## config.mk

```make
export PLATFORM = sky130hd
export DESIGN_NAME = aia_front
export DESIGN_NICKNAME = d
export VERILOG_FILES = /design/src/sv/aia_pkg.sv /design/src/sv/aia_front.sv
export SDC_FILE = /design/constraint.sdc
export NUM_CORES = 1
export LEC_CHECK = 0
export BUFFER_PORTS_ARGS = -buffer_cell sky130_fd_sc_hd__buf_4
export CAP_MARGIN = 30
export CORE_MARGIN = 5
export CORE_UTILIZATION = 58
export DETAILED_ROUTE_END_ITERATION = 8
export PLACE_DENSITY_LB_ADDON = 0.1
export SYNTH_ARGS = -nofsm -noshare
export SYNTH_HDL_FRONTEND = slang
export SYNTH_SLANG_ARGS = --single-unit
```

## constraint.sdc

```tcl
create_clock -name clk -period 9.8 [get_ports clk]
set_clock_uncertainty 0.2 [all_clocks]
set_input_delay 1.47 -clock clk [delete_from_list [all_inputs] [get_ports clk]]
set_output_delay 1.47 -clock clk [all_outputs]
set_load 0.01 [all_outputs]
```

## src/sv/aia_pkg.sv

```systemverilog
package aia_pkg;

	// sample and fixed-point formats
	localparam int SAMPLE_WIDTH  = 16;
	localparam int CORDIC_STAGES = 16;
	localparam int ATAN_ENTRIES  = 24;
	localparam int FRAC_SHIFT    = 32 - SAMPLE_WIDTH;
	localparam int SQ_W          = 2 * SAMPLE_WIDTH;
	localparam int RAD_W         = SQ_W + 2 * FRAC_SHIFT;
	localparam int ROOT_W        = RAD_W / 2;
	localparam int REM_W         = ROOT_W + 4;
	localparam int CW            = ROOT_W + 3;
	localparam int ACC_W         = 32;
	localparam int ANGLE_W       = 15;
	localparam int ANGLE_LIMIT   = 9000;
	localparam int RUN_STAGES    = (CORDIC_STAGES > ATAN_ENTRIES) ? ATAN_ENTRIES : CORDIC_STAGES;

	// control that travels with each request
	typedef struct packed {
		logic valid;
		logic zero;
	} ctl_t;

	// finished result
	typedef struct packed {
		logic signed [ANGLE_W-1:0] tilt;
		logic                      ok;
	} res_t;

	// atan(2^-i) in 1/65536 of a hundredth of a degree
	function automatic logic signed [ACC_W-1:0] atan_entry(input int unsigned idx);
		logic signed [ACC_W-1:0] v;
		case (idx)
			0:       v = 32'sd294912000;
			1:       v = 32'sd174096719;
			2:       v = 32'sd91987925;
			3:       v = 32'sd46694507;
			4:       v = 32'sd23437865;
			5:       v = 32'sd11730358;
			6:       v = 32'sd5866610;
			7:       v = 32'sd2933484;
			8:       v = 32'sd1466764;
			9:       v = 32'sd733385;
			10:      v = 32'sd366693;
			11:      v = 32'sd183346;
			12:      v = 32'sd91673;
			13:      v = 32'sd45837;
			14:      v = 32'sd22918;
			15:      v = 32'sd11459;
			16:      v = 32'sd5730;
			17:      v = 32'sd2865;
			18:      v = 32'sd1432;
			19:      v = 32'sd716;
			20:      v = 32'sd358;
			21:      v = 32'sd179;
			22:      v = 32'sd90;
			23:      v = 32'sd45;
			default: v = '0;
		endcase
		return v;
	endfunction

endpackage

```

## src/sv/aia_front.sv

```systemverilog
module aia_front (
	input  logic                                   clk,
	input  logic                                   arst_n,
	input  logic                                   en,
	input  logic                                   in_valid,
	input  logic signed [aia_pkg::SAMPLE_WIDTH-1:0] x,
	input  logic signed [aia_pkg::SAMPLE_WIDTH-1:0] y,
	input  logic signed [aia_pkg::SAMPLE_WIDTH-1:0] z,
	output logic        [aia_pkg::SQ_W-1:0]         sq,
	output logic signed [aia_pkg::SAMPLE_WIDTH-1:0] z_out,
	output aia_pkg::ctl_t                          ctl
);

	logic        [aia_pkg::SAMPLE_WIDTH-1:0] ux_s1, uy_s1;
	logic signed [aia_pkg::SAMPLE_WIDTH-1:0] z_s1, z_s2, z_s3;
	logic        [aia_pkg::SQ_W-1:0]         xx_s2, yy_s2, sq_s3;
	aia_pkg::ctl_t                           ctl_s1, ctl_s2, ctl_s3;

	// control chain
	always_ff @(posedge clk or negedge arst_n) begin
		if (!arst_n) begin
			ctl_s1 <= '0;
			ctl_s2 <= '0;
			ctl_s3 <= '0;
		end else if (en) begin
			ctl_s1.valid <= in_valid;
			ctl_s1.zero  <= (x == '0) && (y == '0) && (z == '0);
			ctl_s2       <= ctl_s1;
			ctl_s3       <= ctl_s2;
		end
	end

	// magnitudes, squares, sum
	always_ff @(posedge clk) begin
		if (en) begin
			ux_s1 <= x[aia_pkg::SAMPLE_WIDTH-1] ? aia_pkg::SAMPLE_WIDTH'(-x)
			                                    : aia_pkg::SAMPLE_WIDTH'(x);
			uy_s1 <= y[aia_pkg::SAMPLE_WIDTH-1] ? aia_pkg::SAMPLE_WIDTH'(-y)
			                                    : aia_pkg::SAMPLE_WIDTH'(y);
			z_s1  <= z;
			xx_s2 <= aia_pkg::SQ_W'(ux_s1) * aia_pkg::SQ_W'(ux_s1);
			yy_s2 <= aia_pkg::SQ_W'(uy_s1) * aia_pkg::SQ_W'(uy_s1);
			z_s2  <= z_s1;
			sq_s3 <= xx_s2 + yy_s2;
			z_s3  <= z_s2;
		end
	end

	assign sq    = sq_s3;
	assign z_out = z_s3;
	assign ctl   = ctl_s3;

endmodule

```

; ---- After elaboration in Yosys (flattened, before gate mapping)
; Cells that the tools add are included.
[totals]
wordCells = 28
reg_bits = 182
out_inout_bits = 50
[op_classes]
n_mul = 2
n_addsub = 3
n_reduce_logical = 5
n_mux = 2
[op_table]
columns = cell, n
row1 = 16-bit by 16-bit multiplier with 32-bit output, 2
row2 = 16-bit logical NOT, 3
row3 = 32-bit adder, 1
row4 = 16-bit negator, 2
row5 = 15-bit two-way mux, 2
row6 = 1-bit logical AND, 2

; ---- Depth between registers and ports, before layout
; Gate-level depths: netlist of run 1.
[logic_depth]
ltp_word = 3
ltp_mapped = 23
ltp_nobuf = 22

; ---- Worst setup path before layout of run 1
; No wires, ideal clock.
[synth_timing]
path_kind = reg-to-reg
startpoint = register uy_s1[1] in the netlist's numbering
endpoint = register yy_s2[28] in the netlist's numbering (data pin)
setup_ns = 0.263
stages_incl_launch_ff = 24
path_slack_ns = 3.682
period_less_slack_ns = 6.118
t_required_ns = 9.337
arrival_time_ns = 5.655
path_cell_list = edfxtp_1 -> clkbuf_1 -> clkbuf_1 -> and2_1 -> fa_1 -> inv_1 -> fa_1 -> inv_1 -> fa_1 -> inv_1 -> fa_1 -> inv_1 -> fa_1 -> inv_1 -> fa_1 -> inv_1 -> ha_1 -> nand2_1 -> o32a_1 -> nor4_1 -> a311oi_1 -> a21boi_1 -> o221ai_1 -> mux2i_1
[synth_via]
elab_chain_len = 1
[synth_rtl]
columns = element, line
row1 = start: declaration, aia_front.sv:14  ; logic [aia_pkg::SAMPLE_WIDTH-1:0] ux_s1, uy_s1;
row2 = start signal: assignment, aia_front.sv:38  ; uy_s1 <= y[aia_pkg::SAMPLE_WIDTH-1] ? aia_pkg::SAMPLE_WIDTH'(-y)
row3 = 16-bit by 16-bit multiplier with 32-bit output, aia_front.sv:42  ; yy_s2 <= aia_pkg::SQ_W'(uy_s1) * aia_pkg::SQ_W'(uy_s1);
row4 = end signal: assignment, aia_front.sv:42
row5 = end: declaration, aia_front.sv:16  ; logic [aia_pkg::SQ_W-1:0] xx_s2, yy_s2, sq_s3;
; Every way passes these cells.
; A chain may end at the register's enable or synchronous reset.

; ---- Worst setup path after layout of run 1
[layout_timing]
startpoint = register ux_s1[5] in the netlist's numbering
endpoint = register xx_s2[30] in the netlist's numbering (data pin)
[layout_via]
elab_chain_len = 1
[layout_rtl]
columns = element, line
row1 = start: declaration, aia_front.sv:14
row2 = start signal: assignment, aia_front.sv:36  ; ux_s1 <= x[aia_pkg::SAMPLE_WIDTH-1] ? aia_pkg::SAMPLE_WIDTH'(-x)
row3 = 16-bit by 16-bit multiplier with 32-bit output, aia_front.sv:41  ; xx_s2 <= aia_pkg::SQ_W'(ux_s1) * aia_pkg::SQ_W'(ux_s1);
row4 = end signal: assignment, aia_front.sv:41
row5 = end: declaration, aia_front.sv:16
; Every way passes these cells.

==> results of run 1 <==
==> cell usage after synthesis (all sizes together) (7+ instances only) <==
master,n,share of area
o41ai,8,0.0038
o31ai,12,0.0043
xnor2,93,0.036
clkbuf,63,0.011
nand2b,7,0.0020
o21a,11,0.0037
nand2,206,0.035
o211ai,7,0.0024
o21bai,14,0.0047
fa,324,0.29
nor2b,15,0.0042
nor3,12,0.0027
a21oi,82,0.019
ha,233,0.13
a31oi,10,0.0035
mux2,8,0.0040
nand4,14,0.0039
and2,84,0.024
nand3,20,0.0045
inv,520,0.087
o21ai,44,0.0099
edfxtp,174,0.23
xor2,34,0.013
nor2,70,0.012
nor4,10,0.0028
and3,12,0.0036
a21o,38,0.013
==> per-layer routing <==
metal / GRT usage / wire length, um
met5: 0 / 0
met4: 0.0573 / 985
met3: 0.0323 / 2600
met1: 0.319 / 20400
met2: 0.381 / 22400
==> critical path: stages, from the launching register on <==
cell and delay (ps):
sky130_fd_sc_hd__edfxtp_1 860, sky130_fd_sc_hd__and2_1 280, sky130_fd_sc_hd__inv_1 80, sky130_fd_sc_hd__fa_1 490, sky130_fd_sc_hd__inv_1 60, sky130_fd_sc_hd__fa_1 500, sky130_fd_sc_hd__inv_1 60, sky130_fd_sc_hd__fa_1 540
sky130_fd_sc_hd__inv_1 50, sky130_fd_sc_hd__fa_1 380, sky130_fd_sc_hd__fa_1 510, sky130_fd_sc_hd__inv_1 50, sky130_fd_sc_hd__fa_1 470, sky130_fd_sc_hd__inv_1 40, sky130_fd_sc_hd__ha_1 350, sky130_fd_sc_hd__a211o_1 350
sky130_fd_sc_hd__a21oi_1 210, sky130_fd_sc_hd__nor3_1 70, sky130_fd_sc_hd__o211ai_1 200, sky130_fd_sc_hd__o211ai_1 250, sky130_fd_sc_hd__a221oi_1 370, sky130_fd_sc_hd__xnor2_1 100
==> state kept, by name, summed over array words and instances (netlist names) <==
| signal | flops |
|---|---|
| z_out | 16 |
| ctl_s2 | 2 |
| xx_s2 | 31 |
| z_s2 | 16 |
| ctl | 2 |
| uy_s1 | 16 |
| ux_s1 | 16 |
| ctl_s1 | 2 |
| sq | 32 |
| yy_s2 | 31 |
| z_s1 | 16 |
==> area by class of cell <==
cell class,instances,area (um2)
multi-input combinational,1442,14800
fill,3248,14300
sequential,180,5380
inverter,520,1950
timing repair buffer,103,777
tap,518,648
clock buffer,17,425
clock inverter,14,145
==> metrics by stage <==
stage	utilization	std cells	hold WS [ps]	cell area, um2	setup slack, ps
floorplan	-	2205	200	22300	3680
global placement	0.613	2763	202	23500	3310
detailed placement	0.613	2763	205	23500	3140
CTS	0.628	2794	221	24100	3100
global route	0.628	2794	228	24100	2740
finish	0.628	2794	219	24100	3080
==> cell families after synthesis <==
logic type                 synth area share
muxes                               0.00672
and+or+nand+nor                       0.101
DFF                                   0.241
adders and majority gates             0.421
buffers and inverters                0.0979
AOI/OAI and AO/OA                    0.0832
xor gates and xnor gates             0.0498
==> worst max path at each step <==
stage	start	end	slack, ps	depth (start not counted)
floorplan	uy_s1[1]	yy_s2[28]	3680	23
global placement	ux_s1[5]	xx_s2[30]	3310	21
detailed placement	ux_s1[5]	xx_s2[30]	3140	21
CTS	ux_s1[5]	xx_s2[30]	3100	21
global route	ux_s1[5]	xx_s2[30]	2740	21
finish	ux_s1[5]	xx_s2[30]	3080	21
==> placed cells by master, fill, tap and decap left out, types with 4 or more instances in the layout <==
master	netlist	routed
sky130_fd_sc_hd__a211oi_1	5	5
sky130_fd_sc_hd__a21boi_1	4	4
sky130_fd_sc_hd__a21o_1	38	38
sky130_fd_sc_hd__a21oi_1	80	80
sky130_fd_sc_hd__a31o_2	4	4
sky130_fd_sc_hd__a31oi_1	9	9
sky130_fd_sc_hd__and2_1	84	84
sky130_fd_sc_hd__and3_1	11	11
sky130_fd_sc_hd__buf_4	0	102
sky130_fd_sc_hd__clkbuf_16	0	17
sky130_fd_sc_hd__dfrtp_1	6	6
sky130_fd_sc_hd__edfxtp_1	174	174
sky130_fd_sc_hd__fa_1	324	324
sky130_fd_sc_hd__ha_1	233	233
sky130_fd_sc_hd__inv_1	518	518
sky130_fd_sc_hd__mux2_2	8	8
sky130_fd_sc_hd__mux2i_1	6	6
sky130_fd_sc_hd__nand2_1	206	206
sky130_fd_sc_hd__nand2b_1	7	7
sky130_fd_sc_hd__nand3_1	20	20
sky130_fd_sc_hd__nand4_1	14	14
sky130_fd_sc_hd__nor2_1	70	70
sky130_fd_sc_hd__nor2b_1	15	15
sky130_fd_sc_hd__nor3_1	12	12
sky130_fd_sc_hd__nor4_1	10	10
sky130_fd_sc_hd__o211ai_1	7	7
sky130_fd_sc_hd__o21a_1	11	11
sky130_fd_sc_hd__o21ai_0	25	25
sky130_fd_sc_hd__o21ai_1	19	19
sky130_fd_sc_hd__o21bai_1	14	14
sky130_fd_sc_hd__o31ai_1	11	11
sky130_fd_sc_hd__o41ai_1	6	6
sky130_fd_sc_hd__or2_2	5	5
sky130_fd_sc_hd__xnor2_1	93	93
sky130_fd_sc_hd__xor2_1	34	34
==> results by group, run 1 <==
Yosys
  – Async set-or-reset flop fraction in the synthesized netlist: 0.0333
  – Number of storage elements in the synthesis netlist: 180
  – Fraction of the yosys area taken by sequential cells: 0.241
  – Synth cell types: approximately 70
  – Synthesized area divided by synthesized cell count: slightly above 10 um2
  – Warning count from the yosys run: 0
  – Post-Syn Nets: approximately 2800
  – Top_reg_cell synth: sky130_fd_sc_hd__edfxtp_1
  – Total standard cell area after synthesis: 22300 um2
  – Instance count of the mapped netlist: 2205
  – Number of synthesized flops with an enable pin: approximately 170

Layout
  – Layout cells sized above 1: 0.0725
  – Number of antenna diodes: 0
  – Nets@finish: 2873
  – P&R area growth vs syn: 7.87%

Critical path
  – Worst setup path class: register to register
  – CP endpoint kind: register
  – Worst path required time: 9790 ps
  – Start of the worst register-to-register path: ux_s1[5]
  – Reg-to-reg critical path endpoint: xx_s2[30]
  – Worst reg2reg setup slack: a little over 3000 ps
  – Critical path fanouts, max: 17
  – Worst-case reg-to-reg path depth: 21
  – Critical Path AT: approximately 6700 ps
  – Startpoint class of the critical path: register

Drt
  – Total detailed-routing wirelength: roughly 46000 um
  – Via density per instance: 5.44
  – Routed len/inst: 16.6 um
  – Drt initial violations: ~900
  – Drt drc: 0
  – Post-route ant nets: 0
  – Vias post-DR: between 15000 and 20000
  – Number of optimization iterations in the first detailed-route pass: 5

Timing
  – Unrepaired setup endpoints after global routing: false
  – Fraction of the cycle the final worst path needs: 0.686
  – Final hold viol count: 0
  – Sum of negative setup slack: 0 ps
  – Final setup violating endpoints: 0
  – Least-Margin Pin Slew: around 1000 ps
  – Final count of pins violating max slew: 0
  – Worst slew margin: 0.318
  – Highest achievable clock rate: 149 MHz
  – Final min period: about 6700 ps

Clocking
  – TritonCTS clock tree: built
  – Hold-fix buffers, CTS: 0
  – Number of CTS-inserted buffers: 17
  – H-tree depth reported by CTS: 4
  – Clock tree root driver cell: sky130_fd_sc_hd__clkbuf_16
  – Skew-Pair Late Insertion Delay: ~440 ps
  – Clock transition at the registers of the reported paths: 70 ps
  – Worst-case clock buffer depth: 2
  – Resize count post-CTS: 0
  – Post-CTS Setup Inserts: 0
  – CTS Sinks: 180

Global route
  – Pin count of the biggest net entering global routing: 66
  – Vias in the first global route: approximately 16000
  – Global-route wire length before repair: between 70000 and 80000 um
  – Gr usage total: 0.229
  – Antenna violations before repair: 0
  – Gr ovfl total: 0

Floorplanning
  – Number of placement rows: 72
  – Num ports: 102
  – Area of the core: 38400 um2
  – Width of the die: between 200 and 250 um
  – Vertical die dimension: 206 um
  – Floorplan die area: between 40000 and 50000 um2
  – Effective utilization at floorplan: 0.582

Placed design
  – I/O Buffers: between 100 and 150
  – Placer congestion estimate: ~0.89
  – Placed wire-length estimate after detailed placement: 38100 um

Min path
  – Worst Hold Path Cells: 0
  – Type of the most critical hold path: register to register
  – Destination of the worst hold path: z_s2[12]
  – Hold_sp: z_s1[12]

Flow run
  – Number of max-cap violations: 0

Outcome
  – Status: finished clean
Power of run 1 is not shown: default switching activity piles up to over one toggle a cycle in this logic, so the estimate is an artifact.
==> inputs of run 2 (changes only) <==
Settings changed: ABC_AREA set to 1.
Clock period 9.8 ns to 5.76 ns, I/O delays scaled along.
==> results by group, run 2 <==
Layout
  – P&R area growth vs syn: 14.2%
  – Commonest cells after routing, fill and taps aside: 851 x sky130_fd_sc_hd__inv_1, 820 x sky130_fd_sc_hd__nand2_1, 324 x sky130_fd_sc_hd__fa_1
  – Final core utilization: 0.668
  – Number of antenna diodes: 0
  – Nets@finish: 3833
  – Commonest non-fill, non-tap cell in the layout: sky130_fd_sc_hd__inv_1
  – Max reg flops: 32
  – Layout cells sized above 1: 0.130
  – Total of fill cells in the finished design: between 3000 and 4000

Global route
  – Antenna violations before repair: 0
  – Gr usage total: 0.251
  – Vias in the first global route: between 15000 and 20000
  – Global-route wire length before repair: roughly 95000 um
  – Pin count of the biggest net entering global routing: 74
  – Gr ovfl total: 0

Yosys
  – Instance count of the mapped netlist: a little over 3000
  – Number of synthesized flops with an enable pin: ~170
  – Top_reg_cell synth: sky130_fd_sc_hd__edfxtp_1
  – Number of storage elements in the synthesis netlist: between 150 and 200
  – Async set-or-reset flop fraction in the synthesized netlist: 0.0333
  – Synth cell types: 30
  – Cell with the most instances after synthesis: sky130_fd_sc_hd__inv_1
  – Post-Syn Nets: approximately 3700
  – Synth area leaders: sky130_fd_sc_hd__fa_1 27%, sky130_fd_sc_hd__edfxtp_1 21%, sky130_fd_sc_hd__inv_1 13%, sky130_fd_sc_hd__nand2_1 13%, sky130_fd_sc_hd__ha_1 12%
  – Fraction of the yosys area taken by sequential cells: 0.220
  – Area leader, netlist: sky130_fd_sc_hd__fa_1
  – Warning count from the yosys run: 0
  – Total standard cell area after synthesis: approximately 24000 um2
  – Area share of the largest cell type after synthesis: 0.265
  – Synthesized area divided by synthesized cell count: roughly 8.0 um2
  – Most common library cells after synthesis: 862 x sky130_fd_sc_hd__inv_1, 856 x sky130_fd_sc_hd__nand2_1, 324 x sky130_fd_sc_hd__fa_1

Clocking
  – Clock tree root driver cell: sky130_fd_sc_hd__clkbuf_16
  – Worst-case clock buffer depth: 2
  – H-tree depth reported by CTS: 4
  – TritonCTS clock tree: built
  – Number of CTS-inserted buffers: 17
  – CTS Sinks: 180
  – Skew-Pair Late Insertion Delay: 480 ps
  – Clock transition at the registers of the reported paths: 70 ps

Floorplanning
  – Area of the core: 41900 um2
  – Num ports: ~100
  – Effective utilization at floorplan: 0.585
  – Vertical die dimension: approximately 220 um
  – Width of the die: 215 um
  – Floorplan die area: 46400 um2
  – Number of placement rows: 75

Timing
  – Final min period: 5590 ps
  – Highest achievable clock rate: 179 MHz
  – Final count of pins violating max slew: 0
  – Unrepaired setup endpoints after global routing: true
  – Final hold viol count: 0
  – Worst slew margin: 0.378
  – Min setup slack post-route: 169 ps
  – Least-Margin Pin Slew: roughly 930 ps
  – Hold Worst Slack: approximately 220 ps
  – Final setup violating endpoints: 0
  – Sum of negative setup slack: 0 ps
  – Fraction of the cycle the final worst path needs: 0.971

Drt
  – Number of optimization iterations in the first detailed-route pass: 5
  – Vias post-DR: roughly 19000
  – Drt initial violations: 1169
  – Via density per instance: 4.98
  – Total detailed-routing wirelength: 55600 um
  – Drt drc: 0
  – Post-route ant nets: 0
  – Routed len/inst: ~15 um

Critical path
  – CP max-delay cell: sky130_fd_sc_hd__fa_1
  – Worst-case reg-to-reg path depth: 19
  – CP endpoint kind: register
  – Startpoint class of the critical path: register
  – Critical Path AT: approximately 5600 ps
  – Critical path fanouts, max: 7
  – Delay of the slowest cell on the worst path: around 560 ps
  – Worst setup path class: register to register
  – Startpoint of the most critical setup path: uy_s1[10]
  – Start of the worst register-to-register path: uy_s1[10]
  – Worst reg2reg setup slack: around 170 ps
  – Reg-to-reg critical path endpoint: yy_s2[27]
  – Most frequent cell on the critical path: sky130_fd_sc_hd__fa_1
  – Cells traversed along the worst timing path: buf_6, nand2_1, inv_1, fa_1, fa_1, fa_1, fa_1, fa_1, inv_1, fa_1, inv_1, ha_4, nand2_1, inv_2, nand2_2, nor3_4, nand3_1, nand4_1, nand2_1
  – Worst path required time: approximately 5800 ps
  – Capturing element of the worst setup path: yy_s2[27]

Placed design
  – Placed wire-length estimate after detailed placement: 46800 um
  – I/O Buffers: around 100
  – Placer congestion estimate: 0.931
  – Setup slack after placement: -68.9 ps

Outcome
  – Status: finished clean

Flow run
  – Number of max-cap violations: 0

Min path
  – Type of the most critical hold path: register to register
run 2: per-stage QoR:
| step | instance area (um2) | cells |
|---|---|---|
| after floorplan | 24500 | 3041 |
| after global placement | 26200 | 3681 |
| after detailed placement | 26200 | 3681 |
| after CTS | 26900 | 3725 |
| after global routing | 27900 | 3776 |
| final | 27900 | 3776 |
run 2: cell families after synthesis:
logic type / synth area share
compound gates: 0.0216
xor+xnor: 0.0322
fa+ha+maj: 0.384
buf+inv: 0.143
flops: 0.220
simple gates: 0.200
run 2: worst min-delay path by stage:
stage / from / endpoint / slack (ps) / cells past startpoint
finish: z_s2[2] / z_out[2] / 220 / 0
global route: z_s2[12] / z_out[12] / 230 / 0
CTS: z_s2[2] / z_out[2] / 220 / 0
detailed placement: z_s1[11] / z_s2[11] / 200 / 0
global placement: z_s2[12] / z_out[12] / 200 / 0
floorplan: z_s2[0] / z_out[0] / 200 / 0
run 2: cell type report:
cell class,count,area [um2],area share
clock inverters,15,239,0.00855
flip-flops and latches,180,5380,0.192
repair buffers,227,1810,0.0649
clock buffers,17,425,0.0152
well taps,539,674,0.0241
multi-input cells,1932,16200,0.578
inverters,866,3250,0.116
run 2: worst max-delay path, delay by kind of cell, from the launching register on:
kind | cells | cell delay [ps]
AND/OR/NAND/NOR | 7 | 830
buffers and inverters | 5 | 470
adder cells (fa/ha/maj) | 7 | 3270
flip-flops | 1 | 550
run 2: timing repair:
item / CTS / global route
resized for setup: 1 / 145
buffers inserted: 11 / 49
hold buffers: 1 / 0
cloned: 0 / 2
setup endpoints to repair: 6 / 40
pin swaps: 0 / 48
hold endpoints to repair: 6 / 0
run 2: routing by layer:
| metal | part of all wire | vias up | wire length (um) | GRT usage |
|---|---|---|---|---|
| met5 | 0 | - | 0 | 0 |
| met4 | 0.029 | 0 | 1630 | 0.0789 |
| met3 | 0.056 | 80 | 3130 | 0.0397 |
| met2 | 0.46 | 484 | 25800 | 0.415 |
| met1 | 0.45 | 8924 | 25000 | 0.346 |
| li1 | - | 9316 | - | - |
Power of run 2 is left out for the same reason.
==> inputs of run 3 (changes only) <==
Settings changed: RECOVER_POWER set to 50.
==> results by group, run 3 (synthesis results as in run 2) <==
Clocking
  – Number of CTS-inserted buffers: 17
  – Clock transition at the registers of the reported paths: approximately 70 ps
  – Worst-case clock buffer depth: 2
  – H-tree depth reported by CTS: 4
  – Skew-Pair Late Insertion Delay: ~480 ps
  – Clock tree root driver cell: sky130_fd_sc_hd__clkbuf_16
  – TritonCTS clock tree: built
  – CTS Sinks: 180

Critical path
  – Worst path required time: roughly 5800 ps
  – Critical path fanouts, max: 7
  – Cells traversed along the worst timing path: buf_6, nand2_1, inv_1, fa_1, fa_1, fa_1, fa_1, fa_1, inv_1, fa_1, inv_1, ha_4, nand2_1, inv_2, nand2_2, nor3_4, nand3_1, nand4_1, nand2_1
  – CP endpoint kind: register
  – Most frequent cell on the critical path: sky130_fd_sc_hd__fa_1
  – CP max-delay cell: sky130_fd_sc_hd__fa_1
  – Worst setup path class: register to register
  – Startpoint class of the critical path: register
  – Critical Path AT: between 5000 and 6000 ps
  – Delay of the slowest cell on the worst path: between 500 and 600 ps

Global route
  – Vias in the first global route: between 15000 and 20000
  – Gr usage total: 0.251
  – Gr ovfl total: 0
  – Most heavily used metal layer in global routing: met2
  – Met1 Usage GRT: 0.346
  – GRT met2 Usage: 0.415
  – Antenna violations before repair: 0
  – Global-route wire length before repair: 94700 um
  – Global-route met3 utilization: 0.0397
  – Pin count of the biggest net entering global routing: 74

Layout
  – Number of antenna diodes: 0
  – Total of fill cells in the finished design: ~3600
  – Commonest cells after routing, fill and taps aside: 851 x sky130_fd_sc_hd__inv_1, 824 x sky130_fd_sc_hd__nand2_1, 324 x sky130_fd_sc_hd__fa_1
  – Commonest non-fill, non-tap cell in the layout: sky130_fd_sc_hd__inv_1
  – Area occupied by multi-input gates: approximately 16000 um2
  – P&R area growth vs syn: 13.2%
  – Final core utilization: 0.662
  – Nets@finish: around 3800
  – Layout cells sized above 1: 0.111
  – Sequential cell area in the final layout: 5380 um2
  – Max reg flops: 32

Drt
  – Number of optimization iterations in the first detailed-route pass: 6
  – Post-route ant nets: 0
  – Total detailed-routing wirelength: around 56000 um
  – Vias post-DR: ~19000
  – Drt drc: 0
  – Via density per instance: 4.98
  – Routed len/inst: 14.8 um
  – Drt initial violations: ~1300

Timing
  – Worst slew margin: -0.994
  – Highest achievable clock rate: between 150 and 200 MHz
  – Final setup violating endpoints: 0
  – Final min period: between 5000 and 6000 ps
  – Hold Worst Slack: about 220 ps
  – Min setup slack post-route: between 150 and 200 ps
  – Unrepaired setup endpoints after global routing: true
  – Least-Margin Pin Slew: between 2000 and 3000 ps
  – Final count of pins violating max slew: between 50 and 60
  – Final hold viol count: 0
  – Fraction of the cycle the final worst path needs: 0.972

Outcome
  – Failing checks: capacitance limit, slew limit
  – Status: finished, violations left

Floorplanning
  – Num ports: a little over 100
  – Number of placement rows: 75
  – Vertical die dimension: 215 um
  – Floorplan die area: about 46000 um2
  – Width of the die: between 200 and 250 um
  – Area of the core: roughly 42000 um2
  – Effective utilization at floorplan: 0.585

Placed design
  – I/O Buffers: between 100 and 150
  – Placer congestion estimate: a little over 0.9
  – Placed wire-length estimate after detailed placement: between 40000 and 50000 um
  – Setup slack after placement: -68.9 ps

Flow run
  – Number of max-cap violations: 1

Min path
  – Type of the most critical hold path: register to register
-- run 3: cell count changes in the layout (fill, tap and decap cells not counted), sizes merged --
cell    before  now
clkbuf      18   79
buf        225  164
-- run 3: final timing paths --
check	startpoint	cells past startpoint	endpoint	slack [ps]
setup / recovery	uy_s1[10]	19	yy_s2[27]	160
hold / removal	z_s2[2]	0	z_out[2]	220
setup reg to reg	uy_s1[10]	19	yy_s2[27]	160
hold reg to reg	z_s2[2]	0	z_out[2]	220
max in group asynchronous	arst_n	2	ctl[1]	4520
min in group asynchronous	arst_n	2	ctl_s1[0]	590
-- run 3: layer usage --
metal	vias to the layer above	part of all wire
met2	494	0.46
li1	9326	-
met1	8920	0.45
met5	-	0
met4	0	0.029
met3	80	0.054
-- run 3: through the flow --
stage	area, um2	TNS, ps	std cells
detailed placement	26200	-165	3681
floorplan	24500	0	3041
global route	27700	-673	3776
CTS	26900	0	3725
global placement	26200	-85.0	3681
finish	27700	0	3776
-- run 3: area by class of cell --
cell class / instances / area share
clock buffer: 17 / 0.0154
clock inverter: 15 / 0.00863
inverter: 866 / 0.117
multi-input combinational: 1932 / 0.582
sequential: 180 / 0.194
tap: 539 / 0.0243
timing repair buffer: 227 / 0.0584
-- run 3: critical path: cells and delay by family (launching register included) --
kind                       cells  cell delay (ps)
and+or+nand+nor                7              830
DFF                            1              550
adders and majority gates      7             3270
buffers and inverters          5              470
-- run 3: what timing repair did --
item / CTS / global route
cloned: 0 / 2
resized for setup: 1 / 145
setup buffers: 11 / 49
setup endpoints to repair: 6 / 40
hold endpoints to repair: 6 / 0
pin swaps: 0 / 48
hold buffers: 1 / 0
Power of run 3 is left out for the same reason.
